[config.mk]
export PLATFORM = sky130hd
export DESIGN_NAME = drc_div
export DESIGN_NICKNAME = d
export VERILOG_FILES = /design/src/design/assert_macros.svh /design/src/design/drc_pkg.sv /design/src/design/drc_div.sv
export SDC_FILE = /design/constraint.sdc
export NUM_CORES = 1
export LEC_CHECK = 0
export ABC_AREA = 1
export BUFFER_PORTS_ARGS = -buffer_cell sky130_fd_sc_hd__buf_2
export CAP_MARGIN = 25
export CORE_ASPECT_RATIO = 0.7
export CORE_UTILIZATION = 52
export CTS_BUF_LIST = sky130_fd_sc_hd__clkbuf_8
export DETAILED_ROUTE_END_ITERATION = 6
export PLACE_DENSITY = 0.72
export SYNTH_ARGS = -nofsm -noshare
export SYNTH_HDL_FRONTEND = slang
export SYNTH_SLANG_ARGS = --single-unit
[constraint.sdc]
create_clock -name clk -period 2.8 [get_ports clk]
set_input_delay 0.42 -clock clk [delete_from_list [all_inputs] [get_ports clk]]
set_output_delay 0.42 -clock clk [all_outputs]
set_load 0.02 [all_outputs]
[src/design/assert_macros.svh]
// Assertion helpers shared by the RTL. Each check is gated by reset.
`ifndef ASSERT_MACROS_SVH
`define ASSERT_MACROS_SVH

// Same-cycle implication check.
`define DRC_ASSERT_NOW(lbl, ante, cons, msg) \
  lbl: assert property (@(posedge clk) disable iff (!rst_n) (ante) |-> (cons)) \
    else $error(msg);

// Next-cycle implication check.
`define DRC_ASSERT_NEXT(lbl, ante, cons, msg) \
  lbl: assert property (@(posedge clk) disable iff (!rst_n) (ante) |=> (cons)) \
    else $error(msg);

`endif

[src/design/drc_pkg.sv]
package drc_pkg;

  localparam int MAP_SIDE_DEF      = 32;
  localparam int SCREEN_WIDTH_DEF  = 800;
  localparam int SCREEN_HEIGHT_DEF = 450;
  localparam int MAX_STEPS_DEF     = 64;

  localparam int CELL_W     = 8;
  localparam int COLOR_W    = 24;
  localparam int CFG_IDX_W  = 2;
  localparam int MAP_ADDR_W = 16;

  localparam int DIV_NW = 32;
  localparam int DIV_DW = 48;

  localparam logic [CFG_IDX_W-1:0] REG_COLOR_TWO     = 2'd0;
  localparam logic [CFG_IDX_W-1:0] REG_COLOR_THREE   = 2'd1;
  localparam logic [CFG_IDX_W-1:0] REG_COLOR_DEFAULT = 2'd2;

  localparam logic [COLOR_W-1:0] COLOR_TWO_RST     = 24'h00E430;
  localparam logic [COLOR_W-1:0] COLOR_THREE_RST   = 24'h0079F1;
  localparam logic [COLOR_W-1:0] COLOR_DEFAULT_RST = 24'hE62937;

  localparam logic OP_WRITE  = 1'b0;
  localparam logic OP_RENDER = 1'b1;

  localparam logic [CELL_W-1:0] CELL_EMPTY = 8'd0;
  localparam logic [CELL_W-1:0] CELL_TWO   = 8'd2;
  localparam logic [CELL_W-1:0] CELL_THREE = 8'd3;

  localparam logic [DIV_DW-1:0] DIST_INF = 48'h0100_0000_0000;
  localparam logic [23:0]       FOG_CAP  = 24'hFF_FFFF;
  // floor(x / 10) for any 32-bit x as (x * FOG_RECIP) >> FOG_SH
  localparam logic [31:0]       FOG_RECIP = 32'hCCCC_CCCD;
  localparam int                FOG_SH    = 35;
  localparam logic [DIV_NW-1:0] ONE_Q30  = 32'h4000_0000;

  typedef struct packed {
    logic                  we;
    logic                  re;
    logic [MAP_ADDR_W-1:0] addr;
    logic [CELL_W-1:0]     wdata;
  } map_req_t;

endpackage

[src/design/drc_div.sv]
module drc_div #(
  parameter int NW = drc_pkg::DIV_NW,
  parameter int DW = drc_pkg::DIV_DW
) (
  input  logic          clk,
  input  logic          rst_n,
  input  logic          start,
  input  logic [NW-1:0] dividend,
  input  logic [DW-1:0] divisor,
  output logic          busy,
  output logic          done,
  output logic [NW-1:0] quotient
);

  localparam int CNT_W = $clog2(NW + 1);

  logic             busy_r;
  logic             done_r;
  logic [CNT_W-1:0] cnt_r;
  logic [NW-1:0]    quo_r;
  logic [DW-1:0]    rem_r;
  logic [DW-1:0]    dvs_r;
  logic [DW:0]      trial;
  logic             qbit_nxt;
  logic [DW-1:0]    rem_nxt;

  // one restoring step per cycle, dividend bits shift out as quotient bits shift in
  always_comb begin
    trial    = {rem_r, quo_r[NW-1]};
    qbit_nxt = (trial >= {1'b0, dvs_r});
    rem_nxt  = qbit_nxt ? DW'(trial - {1'b0, dvs_r}) : trial[DW-1:0];
  end

  always_ff @(posedge clk) begin
    if (!rst_n) begin
      busy_r <= 1'b0;
      done_r <= 1'b0;
      cnt_r  <= '0;
    end else begin
      done_r <= 1'b0;
      if (start) begin
        busy_r <= 1'b1;
        cnt_r  <= CNT_W'(NW);
      end else if (busy_r) begin
        cnt_r <= cnt_r - 1'b1;
        if (cnt_r == CNT_W'(1)) begin
          busy_r <= 1'b0;
          done_r <= 1'b1;
        end
      end
    end
  end

  always_ff @(posedge clk) begin
    if (start) begin
      quo_r <= dividend;
      rem_r <= '0;
      dvs_r <= divisor;
    end else if (busy_r) begin
      quo_r <= {quo_r[NW-2:0], qbit_nxt};
      rem_r <= rem_nxt;
    end
  end

  assign busy     = busy_r;
  assign done     = done_r;
  assign quotient = quo_r;

endmodule

Word-level counts from Yosys, hierarchy flattened
Index checks and enable logic that the tools add are counted.
- eq/ne operators: 1
- divide/modulo/power cells: 0
- reduce and logical (&&, ||, !) cells: 3
- add/sub/neg operators: 2
- bitwise operators: 2
- order comparisons: 1
- muxes and demuxes: 9
- multiply operators: 0
- shifts and indexed selects: 0
- operator list (cell ; number):
    two-way mux 32 bit ; 2
    greater-or-equal comparator 49 x 48 -> 1 bit ; 1
    two-way mux 48 bit ; 1
    subtractor 48 bit ; 1
    two-way mux 6 bit ; 2
    == test 6 x 1 -> 1 bit, second input constant ; 1
    subtractor 6 x 1 -> 6 bit, second input constant ; 1
    two-way mux 1 bit ; 4
    OR reduction 3 bit ; 1
    inverter 1 bit ; 2
    nonzero test 2 bit ; 1
    OR reduction 2 bit ; 1
- memories kept: 0
- memory bits (read-only): 0
- input port bits: 83
- RAM bits: 0
- word-level logic and storage cells: 25
- bits in latches: 0
- flip-flop bits (word level): 136

Logic depth before layout (Yosys ltp)
Gate-level depths: netlist of the first run.
- depth after elaboration: 4
- depth in mapped cells: 18
- gate-level depth less buffers: 17

Least setup slack after synthesis of the first run
No wires, ideal clock.
- path type: register -> register
- start: reg quo_r[31] (netlist: quotient[31])
- end: reg rem_r[36]
- data required time: 2.686 ns
- setup slack: 0.674 ns
- arrival: 2.012 ns
- stages on the path, launching flop included: 17
- clock period less this slack: 2.126 ns
- buffers on the path: 0
- cell sequence: edfxtp_1 > inv_1 > ha_1 > fa_1 > inv_1 > nand2_1 > nand2_1 > and2_1 > nand3b_1 > nand3_1 > nand2_1 > nand2_1 > nand2_1 > nand2_1 > nand2_1 > nand3_1 > nand2_1
- longest elaborated chain between the ends: 2
- elaborated cells on any way between the ends: 3
- those cells by class: add/sub: 1; order compare: 1; mux: 1
- ends and longest elaborated chain (item ; line ; source):
    from (decl) ; drc_div.sv:20 ; logic [NW-1:0] quo_r;
    from (signal assigned) ; drc_div.sv:56 ; quo_r <= dividend;
    from (signal assigned) ; drc_div.sv:60 ; quo_r <= {quo_r[NW-2:0], qbit_nxt};
    subtractor 48 bit / greater-or-equal comparator 49 x 48 -> 1 bit (equally long branches) ; drc_div.sv:31, drc_div.sv:30 ;
    two-way mux 48 bit * ; drc_div.sv:31 ; rem_nxt = qbit_nxt ? DW'(trial - {1'b0, dvs_r}) : trial[DW-1:0];
    to (signal assigned) ; drc_div.sv:61 ; rem_r <= rem_nxt;
    to (decl) ; drc_div.sv:21 ; logic [DW-1:0] rem_r;
Every way passes the cells marked *; elsewhere a longest branch is shown, timed or not.
A chain may end at the register's enable or synchronous reset.

Worst setup path in the final report of the first run
- start: reg dvs_r[28]
- end: reg rem_r[40]
- longest elaborated chain between the ends: 2
- elaborated cells on any way between the ends: 3
- those cells by class: add/sub: 1; order compare: 1; mux: 1
- ends and longest elaborated chain (item ; line ; source):
    from (decl) ; drc_div.sv:22 ; logic [DW-1:0] dvs_r;
    from (signal assigned) ; drc_div.sv:58 ; dvs_r <= divisor;
    subtractor 48 bit / greater-or-equal comparator 49 x 48 -> 1 bit (equally long branches) ; drc_div.sv:31, drc_div.sv:30 ;
    two-way mux 48 bit * ; drc_div.sv:31 ;
Marks and branches as above.

==> results of run 1 <==
==> layout by cell type, fill, tap and decap left out, drive strengths merged, types with 10 or more instances in the layout <==
master and count:
xnor2 24, buf 129, nand4 62, dfxtp 56, nand3 92, inv 328, nand2 676, clkbuf 18
a21oi 28, ha 50, nor2 106, edfxtp 80, clkinv 10
==> sequential cells by signal, indices dropped and copies added, names as in the netlist <==
register / cells
dvs_r: 48
rem_r: 48
quotient: 32
cnt_r: 6
busy: 1
done: 1
==> Yosys cell counts <==
cell type    n
clkinv_1     1
nor3_1       6
o21ai_0      1
nand3_1     89
o21bai_1     2
and3_1       1
nand2_2      1
ha_1        50
and2_1       3
inv_1      324
nor2_1      96
buf_1        1
fa_1         1
a21oi_2      1
buf_2       12
nor2_4       1
dfxtp_1     56
a211oi_1     1
nor3_2       2
clkbuf_1    18
buf_4        4
edfxtp_1    80
inv_2        4
xnor2_1     24
nand4_1     62
buf_6        3
nor4_2       1
nor4_1       1
nor2_2       9
nor3b_1      3
xor2_1       2
o21a_1       1
nand3b_1     4
nand3_2      3
nand2_1    675
a21oi_1     27
==> metrics by stage <==
stage	setup slack [ns]	instances	hold WS [ns]	instance area [um^2]	util
finish	0.177	1929	0.115	11200	0.607
global route	0.0106	1929	0.0855	11200	0.607
CTS	0.229	1929	0.0785	11200	0.607
detailed placement	0.239	1897	0.464	10800	0.586
global placement	0.188	1897	0.461	10800	0.586
floorplan	0.674	1570	0.449	9980	-
==> routing by layer <==
metal / vias up / routed length (um) / track usage
li1: 5005 / - / -
met1: 4424 / 15100 / 0.482
met2: 318 / 11100 / 0.409
met3: 21 / 2200 / 0.0531
met4: 0 / 282 / 0.0682
met5: - / 0 / 0
==> cell families (layout without fill, tap and decap cells) <==
logic type	count (synthesis)	after routing	synth area share
xor gates and xnor gates	26	26	0.0228
AOI/OAI and AO/OA	33	33	0.0179
DFF	136	136	0.353
buffers and inverters	367	490	0.143
adders and majority gates	51	51	0.0647
and+or+nand+nor	957	957	0.398
==> critical path, stage by stage, from the launching register on <==
cell and delay, ns:
edfxtp_1 0.34, inv_1 0.04, ha_1 0.36, nand2_1 0.12, nor2_1 0.30, nand2_1 0.17
nor2_1 0.34, nand3_2 0.14, buf_4 0.33, nand4_1 0.23, nand3_1 0.10, nand2_1 0.08
==> power groups by stage <==
stage / Sequential (mW) / Combinational, mW / Clock, mW
global route: 2.31 / 0.758 / 1.72
detailed placement: 2.34 / 0.675 / 0
finish: 2.30 / 0.687 / 1.61
floorplan: 2.40 / 0.371 / 0
global placement: 2.34 / 0.671 / 0
CTS: 2.30 / 0.679 / 1.65
==> worst paths after layout <==
check	startpoint	endpoint	cells past startpoint
hold / removal	divisor[39]	dvs_r[39]	1
hold reg to reg	rem_r[1]	rem_r[1]	2
setup reg to reg	dvs_r[28]	rem_r[40]	11
setup / recovery	dvs_r[28]	rem_r[40]	11
==> cell type report <==
class                      count  area share
multi-input combinational   1067       0.452
sequential                   136       0.315
inverter                     329       0.110
timing repair buffer         129      0.0620
tap                          236      0.0264
clock buffer                  18      0.0222
clock inverter                14      0.0119
==> reports/metrics.yaml, run 1 <==
worst_setup_path:
  required_ns: 3.22
  ff2ff_setup_slack_ns: 0.18
  path_max_fanout: 48
  crit_path_end_kind: "flop"
  crit_type: "reg2reg"
  cp.arrival_ns: 3.05
  start_kind: "flop"
yosys:
  synthTopCellsByArea: "nand2_1 25%, edfxtp_1 24%, inv_1 12%"
  seq_area_frac_synth: 0.353
  synth_warnings: 0
  yosys.cell_types.count: 36
  synth_area_leader_cell: "nand2_1"
  synthesis.area_um2: 9980
  ys_ff_latch: 136
  syn_nets: 1704
  synth_top_area_frac: 0.254
  netlist_instances: 1570
  avgSynthCellArea_um2: 6.36
drt:
  first_pass_iters: 5
  drt_iter0_markers: 985
  drc: 0
  routed_wl_um: 28700
  routedWlPerCell_um: 14.9
  dr_total_vias: 9768
  vias_per_cell: 5.06
  ant_nets: 0
clock_tree:
  clock_latency_ns: 0.47
  cts_sinks: 136
  cts_resized: 0
  h-tree-depth: 4
  path_clk_slew_ns: 0.09
  hold_buffers: 0
  root_buffer: "clkbuf_8"
  cts_setup_buffers: 0
  cts_tree: "yes"
  cts_max_path_buffers: 2
  cts_buffers: 17
global_routing:
  grt_pass1_vias: 8761
  grt_pass1_wl_um: 46400
  grt_max_degree: 50
  overflow: 0
  grt_usage: 0.301
  antenna_found_initial: 0
sta:
  setup_viol: 0
  maxSlewHeadroom: 0.589
  rsz0062_at_grt: "false"
  fin_skew_ns: 0.0124
  max_freq_mhz: 381
  fin_crit_sh: 0.937
  worst_pin_slew_ns: 0.617
  hold_viol_final: 0
  slew_viol_final: 0
  min_period_ns: 2.62
  totalNegativeSetupSlack_ns: 0
place:
  hpwl_um: 22200
  gp_congestion: 1.02
  port_buffers: 116
pwr:
  cellLeakagePower_nw: 6.24
  sequentialPowerShare: 0.500
  p_sw_mw: 1.32
  irDropWorstVdd_mv: 0.450
  power_frac_comb: 0.150
  clkPwrFrac: 0.350
  power.internal_mw: 3.27
  p_per_area_nw_per_um2: 411
  finalPower_mw: 4.59
  netSwitchingFraction: 0.287
finish:
  multi_input_area_um2: 5050
  nFillCells: 1821
  layout.nets: 1814
  num_antenna_cells: 0
  drive_gt1_frac: 0.108
  layout.area.seq_um2: 3520
  syn_to_final_growth_pct: 12.0
floorplanning:
  die_h_um: 118
  die-width_um: 168
  ios: 117
  core_um2: 18400
  floorplan.initialDensity: 0.542
  dieArea_um2: 19800
  num_rows: 41
run:
  max_cap_violations: 0
run_status:
  status: "finished, final reports clean"
hold_path:
  hold_class: "in2reg"
Note: power is estimated with default switching activity, not from simulation.
==> run 2: changes to the inputs <==
--- a/config.mk
+++ b/config.mk
@@ -9,6 +9,7 @@
 export BUFFER_PORTS_ARGS = -buffer_cell sky130_fd_sc_hd__buf_2
 export CAP_MARGIN = 25
 export CORE_ASPECT_RATIO = 0.7
+export CORE_MARGIN = 5
 export CORE_UTILIZATION = 52
 export CTS_BUF_LIST = sky130_fd_sc_hd__clkbuf_8
 export DETAILED_ROUTE_END_ITERATION = 6
==> reports/metrics.yaml, run 2 (synthesis results as in run 1) <==
run_status:
  status: "finished, final reports clean"
finish:
  drive_gt1_frac: 0.108  # -0.000591
  layout.nets: 1814  # unchanged
  final_cell_mix: "675 x nand2_1, 326 x inv_1, 115 x buf_2"
  mostFrequentLayoutCell: "nand2_1"
  num_antenna_cells: 0  # unchanged
  final_util: 0.593  # -0.0139
  nFillCells: 1863  # +2.3%
  syn_to_final_growth_pct: 12.1  # about the same
  postLayoutCellArea_um2: 11200  # about the same
worst_setup_path:
  cp.arrival_ns: 3.01  # -0.04 ns
  setup.worst_path.start: "dvs_r[24]"
  worstRegToRegCells: 11  # unchanged
  crit_chain: "inv_1 -> ha_1 -> nand2_1 -> nor2_1 -> nand2_1 -> nor2_1 -> nand3_2 -> buf_4 -> nand4_1 -> nand3_1 -> nand2_1"
  crit_path_frequent_cell: "nand2_1"
  crit_type: "reg2reg"
  path_max_fanout: 48  # unchanged
  required_ns: 3.23  # about the same
  cp_slowest_cell: "ha_1"
  crit_path_end_kind: "flop"
  r2r-start: "dvs_r[24]"
  slowest_delay_ns: 0.39  # +0.03 ns
  start_kind: "flop"
pwr:
  irDropWorstVdd_mv: 0.358  # -20%
  p_per_area_nw_per_um2: 411  # about the same
  power_frac_comb: 0.149  # about the same
  netSwitchingFraction: 0.288  # +0.000884
  sequentialPowerShare: 0.499  # about the same
  clkPwrFrac: 0.352  # +0.002
  p_sw_mw: 1.32  # +0.49%
  power.internal_mw: 3.28  # about the same
  cellLeakagePower_nw: 6.25  # about the same
sta:
  min_period_ns: 2.58  # -0.0442 ns
  setup_viol: 0  # unchanged
  fin_crit_sh: 0.921  # -0.0158
  fin_skew_ns: 0.0271  # +0.0147 ns
  totalNegativeSetupSlack_ns: 0  # unchanged
  max_freq_mhz: 388  # +1.7%
  rsz0062_at_grt: "false"
  worst_pin_slew_ns: 0.644  # +0.0268 ns
  slew_viol_final: 0  # unchanged
  maxSlewHeadroom: 0.571  # -0.0179
  hold-worst-slack_ns: 0.104  # -0.0112 ns
  hold_viol_final: 0  # unchanged
floorplanning:
  ios: 117  # unchanged
  floorplan.initialDensity: 0.529  # -0.0129
  core_um2: 18900  # +2.4%
  die-width_um: 176  # +4.8%
  die_h_um: 126  # +6.8%
  num_rows: 42  # +2.4%
  dieArea_um2: 22100  # +12%
hold_path:
  hold_class: "in2reg"
  holdPathStages: 1  # unchanged
  min_from: "divisor[35]"
clock_tree:
  cts_tree: "yes"
  root_buffer: "clkbuf_8"
  clock_latency_ns: 0.48  # about the same
  cts_resized: 0  # unchanged
  hold_buffers: 0  # unchanged
  cts_setup_buffers: 0  # unchanged
  path_clk_slew_ns: 0.10  # about the same
  cts_max_path_buffers: 2  # unchanged
  cts_buffers: 17  # unchanged
  cts_sinks: 136  # unchanged
  h-tree-depth: 4  # unchanged
global_routing:
  grt_usage: 0.265  # -0.0360
  overflow: 0  # unchanged
  antenna_found_initial: 0  # unchanged
  grt_pass1_wl_um: 46500  # +0.16%
  grt_pass1_vias: 8838  # +0.88%
  grt_max_degree: 50  # unchanged
place:
  gp_congestion: 1.00  # -1.2%
  hpwl_um: 22300  # +0.30%
  port_buffers: 116  # unchanged
  placed_area_um2: 10800  # about the same
drt:
  drc: 0  # unchanged
  dr_total_vias: 9707  # -0.62%
  routedWlPerCell_um: 15.0  # +0.44%
  drt_iter0_markers: 1012  # +2.7%
  vias_per_cell: 5.02  # -0.93%
  first_pass_iters: 5  # unchanged
  ant_nets: 0  # unchanged
  routed_wl_um: 28900  # +0.75%
run:
  max_cap_violations: 0  # unchanged
[run 2: cell count changes in the layout (fill, tap and decap cells not counted)]
cell      previous run  this run
clkinv_1             3         2
clkinv_4             2         3
clkinv_2             5         3
inv_1              324       326
[run 2: cell type report]
class / instances / area, um^2 / area share
clock buffer: 18 / 248 / 0.0221
clock inverter: 14 / 135 / 0.0121
inverter: 329 / 1230 / 0.110
multi-input combinational: 1067 / 5050 / 0.452
sequential: 136 / 3520 / 0.315
tap: 242 / 303 / 0.0271
timing repair buffer: 129 / 693 / 0.0619
[run 2: per-stage QoR]
step / cells / setup WS (ns) / total power, mW
after floorplan: 1570 / 0.674 / 2.77
after global placement: 1903 / 0.269 / 3.01
after detailed placement: 1903 / 0.242 / 3.02
after CTS: 1935 / 0.261 / 4.63
after global routing: 1935 / 0.0671 / 4.82
final: 1935 / 0.221 / 4.60
[run 2: per-layer routing]
| metal | vias to the layer above | GRT usage | routed length [um] |
|---|---|---|---|
| li1 | 5008 | - | - |
| met1 | 4321 | 0.421 | 15000 |
| met2 | 359 | 0.371 | 11200 |
| met3 | 19 | 0.0551 | 2380 |
| met4 | 0 | 0.0522 | 337 |
| met5 | - | 0 | 0 |
[run 2: power by group through the flow]
stage	combinational, mW	clock (mW)	sequential [mW]
after floorplan	0.371	0	2.40
after global routing	0.762	1.75	2.31
after global placement	0.675	0	2.34
after detailed placement	0.678	0	2.34
after CTS	0.682	1.65	2.30
final	0.687	1.62	2.29
[run 2: final timing paths]
| kind | end | slack (ns) |
|---|---|---|
| setup / recovery | rem_r[32] | 0.22 |
| setup reg to reg | rem_r[32] | 0.22 |
| hold / removal | dvs_r[35] | 0.10 |
| hold reg to reg | rem_r[11] | 0.47 |
[run 2: worst max-delay path: cells and delay by family (launching register included)]
family,cells,cell delay (ns)
buf+inv,2,0.37
flops,1,0.33
fa+ha+maj,1,0.39
simple gates,8,1.40
==> run 3: changes to the inputs <==
--- a/config.mk
+++ b/config.mk
@@ -14,6 +14,7 @@
 export CTS_BUF_LIST = sky130_fd_sc_hd__clkbuf_8
 export DETAILED_ROUTE_END_ITERATION = 6
 export PLACE_DENSITY = 0.72
+export RECOVER_POWER = 25
 export SYNTH_ARGS = -nofsm -noshare
 export SYNTH_HDL_FRONTEND = slang
 export SYNTH_SLANG_ARGS = --single-unit
==> reports/metrics.yaml, run 3 (synthesis results as in run 1) <==
clock_tree:
  clock_latency_ns: 0.48  # about the same
  h-tree-depth: 4  # unchanged
  cts_buffers: 17  # unchanged
  cts_max_path_buffers: 2  # unchanged
  root_buffer: "clkbuf_8"
  cts_tree: "yes"
  cts_setup_buffers: 0  # unchanged
  path_clk_slew_ns: 0.09  # about the same
  hold_buffers: 0  # unchanged
  cts_resized: 0  # unchanged
  cts_sinks: 136  # unchanged
sta:
  max_freq_mhz: 389  # +0.33%
  setup_viol: 0  # unchanged
  hold_viol_final: 0  # unchanged
  worst_pin_slew_ns: 1.95  # +1.31 ns
  fin_crit_sh: 0.918  # -0.00303
  rsz0062_at_grt: "false"
  slew_viol_final: 30  # +30
  min_period_ns: 2.57  # -0.00848 ns
  maxSlewHeadroom: -0.303  # -0.874
  totalNegativeSetupSlack_ns: 0  # unchanged
  fin_skew_ns: 0.0252  # -0.00193 ns
floorplanning:
  core_um2: 18900  # unchanged
  num_rows: 42  # unchanged
  die_h_um: 126  # unchanged
  dieArea_um2: 22100  # unchanged
  ios: 117  # unchanged
  floorplan.initialDensity: 0.529  # unchanged
  die-width_um: 176  # unchanged
worst_setup_path:
  cp.arrival_ns: 3.00  # about the same
  crit_type: "reg2reg"
  crit_path_frequent_cell: "nand2_1"
  path_max_fanout: 48  # unchanged
  required_ns: 3.23  # about the same
  slowest_delay_ns: 0.39  # about the same
  crit_family: "simple AND/OR/NAND/NOR gates"
  crit_path_end_kind: "flop"
  cp_slowest_cell: "ha_1"
  crit_buf_inv: 2  # unchanged
  crit_chain: "inv_1 -> ha_1 -> nand2_1 -> nor2_1 -> nand2_1 -> nor2_1 -> nand3_2 -> buf_4 -> nand4_1 -> nand3_1 -> nand2_1"
  start_kind: "flop"
hold_path:
  hold_class: "in2reg"
finish:
  drive_gt1_frac: 0.106  # -0.00118
  num_antenna_cells: 0  # unchanged
  mostFrequentLayoutCell: "nand2_1"
  final_cell_mix: "675 x nand2_1, 326 x inv_1, 114 x buf_2"
  nFillCells: 1865  # +0.11%
  layout.nets: 1814  # unchanged
  syn_to_final_growth_pct: 12.0  # about the same
  postLayoutCellArea_um2: 11200  # about the same
pwr:
  p_per_area_nw_per_um2: 411  # about the same
  cellLeakagePower_nw: 6.24  # -0.10%
  irDropWorstVdd_mv: 0.358  # about the same
drt:
  drc: 0  # unchanged
  ant_nets: 0  # unchanged
  first_pass_iters: 5  # unchanged
  vias_per_cell: 5.02  # about the same
  drt_iter0_markers: 1008  # -0.40%
  dr_total_vias: 9712  # +0.052%
  routedWlPerCell_um: 15.0  # about the same
  routed_wl_um: 29000  # about the same
run:
  max_cap_violations: 1  # +1
global_routing:
  grt_max_degree: 50  # unchanged
  grt.busiest_layer: "met1"
  grt_pass1_wl_um: 46500  # unchanged
  antenna_found_initial: 0  # unchanged
  grt_usage: 0.265  # unchanged
  overflow: 0  # unchanged
  grt_use_met1: 0.421  # unchanged
  use_met3: 0.0551  # unchanged
  gr-usage-met2: 0.371  # unchanged
  grt_pass1_vias: 8838  # unchanged
run_status:
  status: "finished with violations"
  violations: "max-capacitance violations, max-slew violations"
place:
  gp_congestion: 1.00  # unchanged
  port_buffers: 116  # unchanged
  hpwl_um: 22300  # unchanged
  placed_area_um2: 10800  # unchanged
-- run 3: cell types whose count changed in the layout (fill, tap and decap cells not counted) --
| cell | previous run | this run |
|---|---|---|
| clkbuf_1 | 0 | 2 |
| buf_4 | 13 | 12 |
| buf_2 | 115 | 114 |
-- run 3: layout make-up --
class                           count  area, um^2  share of cell area
Multi-Input combinational cell   1067        5050               0.452
Sequential cell                   136        3520               0.315
Inverter                          329        1230               0.110
Timing Repair Buffer              129         688              0.0615
Tap cell                          242         303              0.0271
Clock buffer                       18         248              0.0222
Clock inverter                     14         135              0.0121
-- run 3: worst reg2reg max path, cell delays in order, from the launching register on --
cell and delay [ns]:
edfxtp_1 0.32, inv_1 0.05, ha_1 0.39, nand2_1 0.14, nor2_1 0.27, nand2_1 0.15, nor2_1 0.29, nand3_2 0.14
buf_4 0.32, nand4_1 0.29, nand3_1 0.10, nand2_1 0.08
-- run 3: final timing paths --
kind         slack, ns  cells past startpoint   startpoint         to
max               0.23                     11    dvs_r[24]  rem_r[40]
min               0.11                      1  divisor[35]  dvs_r[35]
max reg2reg       0.23                     11    dvs_r[24]  rem_r[40]
min reg2reg       0.47                      2    rem_r[11]  rem_r[11]
-- run 3: report_power, final --
part           leakage, nW  total, mW  switching (mW)  internal, mW
clock network        0.194       1.62           0.816         0.802
logic                 4.80      0.686           0.460         0.226
registers             1.25       2.30          0.0473          2.25
total                 6.24       4.60            1.32          3.28
-- run 3: per-layer routing --
layer  part of all wire  wire [um]
met4              0.012        345
met2               0.39      11200
met3              0.083       2410
met5                  0          0
met1               0.52      15000
-- run 3: per-stage QoR --
step	hold WS, ns	worst slack [ns]	std cells	utilization	power (mW)
6_report	0.106	0.230	1935	0.593	4.60
5_1_grt	0.0705	0.0671	1935	0.593	4.82
4_1_cts	0.0806	0.261	1935	0.593	4.63
3_5_place_dp	0.460	0.242	1903	0.573	3.02
3_3_place_gp	0.462	0.269	1903	0.573	3.01
2_1_floorplan	0.449	0.674	1570	-	2.77
